File: src/design/sll_pkg.sv
package sll_pkg;

   // Field widths of the sample path and the control registers.
   localparam int SAMPLE_W  = 24;
   localparam int LEVEL_W   = 23;
   localparam int GAIN_W    = 25;
   localparam int COEF_W    = 16;
   localparam int DLEN_W    = 11;
   localparam int CSR_IDX_W = 3;
   localparam int CSR_W     = 25;

   // Fraction bits of the gain words (Q7.18).
   localparam int FRAC_BITS = 18;

   // Serial multiplier: operand width and step counter width.
   localparam int MUL_W     = 25;
   localparam int MUL_CNT_W = $clog2(MUL_W + 1);

   // Product of the output lanes after the Q7.18 scaling shift.
   localparam int SCALED_W  = 2 * MUL_W - FRAC_BITS;

   typedef logic signed [SAMPLE_W-1:0] sample_type;
   typedef logic [SAMPLE_W-1:0]        mag_type;
   typedef logic [LEVEL_W-1:0]         level_type;
   typedef logic [GAIN_W-1:0]          gain_type;
   typedef logic [COEF_W-1:0]          coef_type;
   typedef logic [DLEN_W-1:0]          dlen_type;
   typedef logic [CSR_IDX_W-1:0]       csr_idx_type;
   typedef logic [CSR_W-1:0]           csr_data_type;
   typedef logic [FRAC_BITS-1:0]       quo_type;
   typedef logic [MUL_W-1:0]           mul_word_type;
   typedef logic [MUL_CNT_W-1:0]       mul_cnt_type;
   typedef logic [SCALED_W-1:0]        scaled_type;

   // Command to a serial multiplier lane.
   typedef struct packed {
      logic        start;
      mul_cnt_type steps;
   } mul_cmd_type;

   // Step counts for the different products.
   localparam mul_cnt_type STEPS_COEF = mul_cnt_type'(COEF_W);
   localparam mul_cnt_type STEPS_FRAC = mul_cnt_type'(FRAC_BITS);
   localparam mul_cnt_type STEPS_FULL = mul_cnt_type'(MUL_W);

   // Register indexes of the control port.
   localparam csr_idx_type CSR_THRESHOLD    = 3'd0;
   localparam csr_idx_type CSR_MAKEUP_GAIN  = 3'd1;
   localparam csr_idx_type CSR_CEILING      = 3'd2;
   localparam csr_idx_type CSR_RELEASE_COEF = 3'd3;
   localparam csr_idx_type CSR_SMOOTH_COEF  = 3'd4;
   localparam csr_idx_type CSR_DELAY_LEN    = 3'd5;

   // Register values after reset.
   localparam level_type THRESHOLD_RST    = 23'd8388607;
   localparam gain_type  MAKEUP_GAIN_RST  = 25'd262144;
   localparam level_type CEILING_RST      = 23'd8388607;
   localparam coef_type  RELEASE_COEF_RST = 16'd65481;
   localparam coef_type  SMOOTH_COEF_RST  = 16'd65263;
   localparam dlen_type  DELAY_LEN_RST    = 11'd480;

endpackage

File: src/design/sll_serial_mul.sv
module sll_serial_mul (
   input  logic                  clock,
   input  logic                  reset,
   input  sll_pkg::mul_cmd_type  cmd,
   input  sll_pkg::mul_word_type mcand,
   input  sll_pkg::mul_word_type mplier,
   output sll_pkg::mul_word_type prod_hi,
   output sll_pkg::mul_word_type prod_lo,
   output logic                  done
);

   sll_pkg::mul_word_type       hi_ff, hi_in;
   sll_pkg::mul_word_type       lo_ff, lo_in;
   sll_pkg::mul_word_type       mcand_ff, mcand_in;
   sll_pkg::mul_cnt_type        cnt_ff, cnt_in;
   logic                        busy_ff, busy_in;
   logic                        done_ff, done_in;
   logic [sll_pkg::MUL_W:0]     sum;

   // One multiplier bit per cycle, LSB first. The low product bits shift into
   // the top of the multiplier register as its own bits leave at the bottom.
   assign sum = {1'b0, hi_ff} + (lo_ff[0] ? {1'b0, mcand_ff} : '0);

   always_comb begin
      hi_in    = hi_ff;
      lo_in    = lo_ff;
      mcand_in = mcand_ff;
      cnt_in   = cnt_ff;
      busy_in  = busy_ff;
      done_in  = 1'b0;
      if (cmd.start) begin
         hi_in    = '0;
         lo_in    = mplier;
         mcand_in = mcand;
         cnt_in   = cmd.steps;
         busy_in  = 1'b1;
      end else if (busy_ff) begin
         hi_in  = sum[sll_pkg::MUL_W:1];
         lo_in  = {sum[0], lo_ff[sll_pkg::MUL_W-1:1]};
         cnt_in = cnt_ff - sll_pkg::mul_cnt_type'(1);
         if (cnt_ff == sll_pkg::mul_cnt_type'(1)) begin
            busy_in = 1'b0;
            done_in = 1'b1;
         end
      end
   end

   // Control state.
   always_ff @(posedge clock) begin
      if (reset) begin
         cnt_ff  <= '0;
         busy_ff <= 1'b0;
         done_ff <= 1'b0;
      end else begin
         cnt_ff  <= cnt_in;
         busy_ff <= busy_in;
         done_ff <= done_in;
      end
   end

   // Operand and product registers.
   always_ff @(posedge clock) begin
      hi_ff    <= hi_in;
      lo_ff    <= lo_in;
      mcand_ff <= mcand_in;
   end

   assign prod_hi = hi_ff;
   assign prod_lo = lo_ff;
   assign done    = done_ff;

endmodule

File: config.mk
export PLATFORM = sky130hd
export DESIGN_NAME = sll_serial_mul
export DESIGN_NICKNAME = d
export VERILOG_FILES = /design/src/design/sll_pkg.sv /design/src/design/sll_serial_mul.sv
export SDC_FILE = /design/constraint.sdc
export NUM_CORES = 1
export LEC_CHECK = 0
export ABC_CLOCK_PERIOD_IN_PS = 3500
export BUFFER_PORTS_ARGS = -buffer_cell sky130_fd_sc_hd__buf_2
export CELL_PAD_IN_SITES_DETAIL_PLACEMENT = 1
export CELL_PAD_IN_SITES_GLOBAL_PLACEMENT = 2
export CORE_MARGIN = 2
export CORE_UTILIZATION = 34
export CTS_CLUSTER_SIZE = 20
export DETAILED_ROUTE_END_ITERATION = 6
export PLACE_DENSITY_LB_ADDON = 0.1
export SLEW_MARGIN = 10
export SYNTH_ARGS = -nofsm -noshare
export SYNTH_HDL_FRONTEND = slang
export SYNTH_SLANG_ARGS = --single-unit
File: constraint.sdc
create_clock -name clock -period 3.5 [get_ports clock]
set_input_delay 0.175 -clock clock [delete_from_list [all_inputs] [get_ports clock]]
set_output_delay 0.175 -clock clock [all_outputs]
set_load 0.01 [all_outputs]
==> summary.md <==
| Metric | Value |
|---|---|
| Clk sink count | `82` |
| Initial Utilization | `34.8%` |
| Antenna violations before repair | `1` |
| Part of the cycle the worst path needs | `81.6%` |
| GPL Wtd Cong | `0.768` |
| Hold path endpoint | `mcand_ff[17]` |
| Worst Setup Path Type | `flip-flop to flip-flop` |
| Hold path cells | `1` |
| Beginning of the critical path | `prod_lo[0]` |
| Crit. End Element | `flip-flop` |
| Max Cap Viol | `0` |
| Ports | `109` |
| Routed wire length | `12,500 um` |
| Area post-placement | `0.00530 mm^2` |
| Row count | `42` |
| Layout cell share with drive strength beyond 1 | `30.4%` |
| Clk slew on worst S/H paths | `60 ps` |
| Via count | `3,754` |
| Internal power | `2060 uW` |
| GR Overflow Total | `0` |
| RSZ-0062 raised after global routing | `no` |
| Psw | `751 uW` |
| Synth Warn # | `0` |
| Setup crit start kind | `flip-flop` |
| Initial drt markers | `109` |
| Fillers | `1,533` |
| Async set-reset flop share out of synthesis | `0%` |
| F_max | `350 MHz` |
| Final Skew | `5.49 ps` |
| First-pass GRT wire length | `20,400 um` |
| Largest net degree at the start of global routing | `63` |
| Peak VDD IR | `0.000259 V` |
| FF+latch count, synth | `82` |
| PwrDens | `476 mW/mm^2` |
| Die W | `120 um` |
| Clock Latency Late Sink | `350 ps` |
| Routed Antenna Nets | `0` |
| Post-synthesis cell count | `433` |
| Slew @ Worst Pin | `959 ps` |
| Routed wire per std cell | `16.7 um` |
| Initial DRT Pass Iterations | `4` |
| Hold Fails Final Rpt | `0` |
| Synth Cell Area | `0.00461 mm^2` |
| Maximum fanout along the worst path | `13` |
| Distinct cells, synth | `66` |
| Root buffer cell | `clkbuf_16` |
| Reg2reg setup slack | `640 ps` |
| Final Instance Area | `0.00589 mm^2` |
| All-layer global routing usage | `18.1%` |
| Post-layout nets | `650` |
| Clock H-tree levels | `3` |
| Max Slew Vio Count | `0` |
| Post-synth EDFFs | `50` |
| CTS tree | `yes` |
| Leak | `0.00251 uW` |
| Register area share after synthesis | `46.5%` |
| Sequential share of power | `41.7%` |
| R2R Path End | `prod_hi[19]` |
| CP arrival | `3090 ps` |
| Syn_area_per_cell | `10.6 um^2` |
| Yosys top cell by area | `edfxtp_1` |
| Fin crit period | `2860 ps` |
| Final setup fails | `0` |
| # resized after CTS | `0` |
| Vias/cell | `5.03` |
| R2r worst-path depth | `11` |
| Die area | `0.0145 mm^2` |
| Clock power share | `39.8%` |
| CTS buffer count | `9` |
| HPWL Detailed | `9090 um` |
| Commonest non-fill, non-tap cell in the layout | `buf_2` |
| Synth top area share | `32.6%` |
| Status | `complete, no violations` |
| Setup bufs post-CTS | `0` |
| Area contributors post-synth | `edfxtp_1 33%, dfxtp_1 14%, ha_1 7.3%` |
| Synth Net Count | `519` |
| Residual DRC | `0` |
| Comb power frac | `18.5%` |
| Hold Startpoint | `mcand[17]` |
| Sw Ratio | `26.7%` |
| Worst-case clock buffer depth | `2` |
| Reg2reg start | `prod_lo[0]` |
| Relative slew slack | `36.0%` |
| Chip height | `120 um` |
| Main synth FF type | `edfxtp_1` |
| Hold Crit Class | `primary input to flip-flop` |
| Vias in the first global route | `3,989` |
| Critical Path RT | `3730 ps` |
| Most frequent cells in the layout | `108 x buf_2, 50 x edfxtp_1, 37 x nand2_1, 35 x nor2_1, 32 x dfxtp_1` |
| P&R area growth vs syn | `27.9%` |
| Core footprint | `0.0132 mm^2` |
| Setup TNS Final | `0 ps` |
| PortBufs | `108` |
[worst max-delay path by stage]
stage,to,depth (start not counted)
finish,prod_hi[19],11
detailed placement,prod_hi[11],11
global placement,prod_hi[11],11
global route,prod_hi[19],11
floorplan,prod_hi[22],10
CTS,prod_hi[11],11
[worst max-delay path, cell delays in order (launching register included)]
cell	delay [ps]
edfxtp_1	340
buf_4	180
and2_1	140
ha_1	190
inv_1	70
fa_1	370
nor2b_1	230
o31ai_1	170
a31o_2	280
a21oi_1	440
a2111o_1	230
nand3_1	80
[sequential cells by signal, summed over array words and instances, names as in the netlist]
| name | flops |
|---|---|
| prod_lo | 25 |
| cnt_ff | 5 |
| busy_ff | 1 |
| prod_hi | 25 |
| mcand_ff | 25 |
| done | 1 |
[synth_stat cells (all sizes together) (15+ instances only)]
master   n
nand2   37
nor2    35
ha      27
a21oi   34
o21ai   15
mux2    25
edfxtp  50
and2    25
dfxtp   32
[metrics by stage]
stage,utilization (%),hold slack (ps),setup WS [ps],cells,power [uW]
detailed placement,40.0,353,609,705,1690
global placement,40.0,352,704,705,1690
global route,44.5,6.15,395,745,2950
finish,44.5,9.97,643,746,2810
CTS,44.4,0.253,594,744,2850
floorplan,-,247,897,433,1520
[power groups by stage]
stage / Sequential [uW] / Combinational [uW] / Clock, uW
6_report: 1170 / 520 / 1120
5_1_grt: 1180 / 581 / 1190
4_1_cts: 1170 / 526 / 1150
3_5_place_dp: 1190 / 503 / 0
3_3_place_gp: 1190 / 496 / 0
2_1_floorplan: 1200 / 310 / 0
[cells by family (layout without fill, tap and decap cells)]
| kind of cell | count (synthesis) | count (layout) | share of synthesized area, % |
|---|---|---|---|
| DFF | 82 | 82 | 46.5 |
| and+or+nand+nor | 140 | 140 | 15.0 |
| xor gates and xnor gates | 15 | 15 | 2.85 |
| buffers and inverters | 30 | 166 | 3.29 |
| other | 0 | 1 | 0 |
| muxes | 33 | 33 | 7.85 |
| AOI/OAI and AO/OA | 105 | 105 | 16.8 |
| adders and majority gates | 28 | 28 | 7.77 |
[timing repair]
action                                  4_1_cts  5_1_grt
endpoints found under the setup margin        0        0
hold endpoints to repair                     23        1
hold buffers                                 23        1
[cell type report]
class	count	area, um^2	area share [%]
multi-input combinational	321	2310	39.2
sequential	82	2140	36.3
timing repair buffer	137	818	13.9
clock buffer	9	225	3.82
tap	176	220	3.74
clock inverter	7	124	2.10
inverter	13	48.8	0.828
antenna	1	2.50	0.0425
[per-layer routing]
layer | vias to the layer above | track usage (%) | wire length [um]
met5 | - | 0 | 0
met4 | 0 | 5.67 | 214
met3 | 16 | 5.90 | 638
met2 | 77 | 29.9 | 6000
met1 | 1799 | 22.5 | 5630
li1 | 1862 | - | -
(Power assumes the default switching activity.)
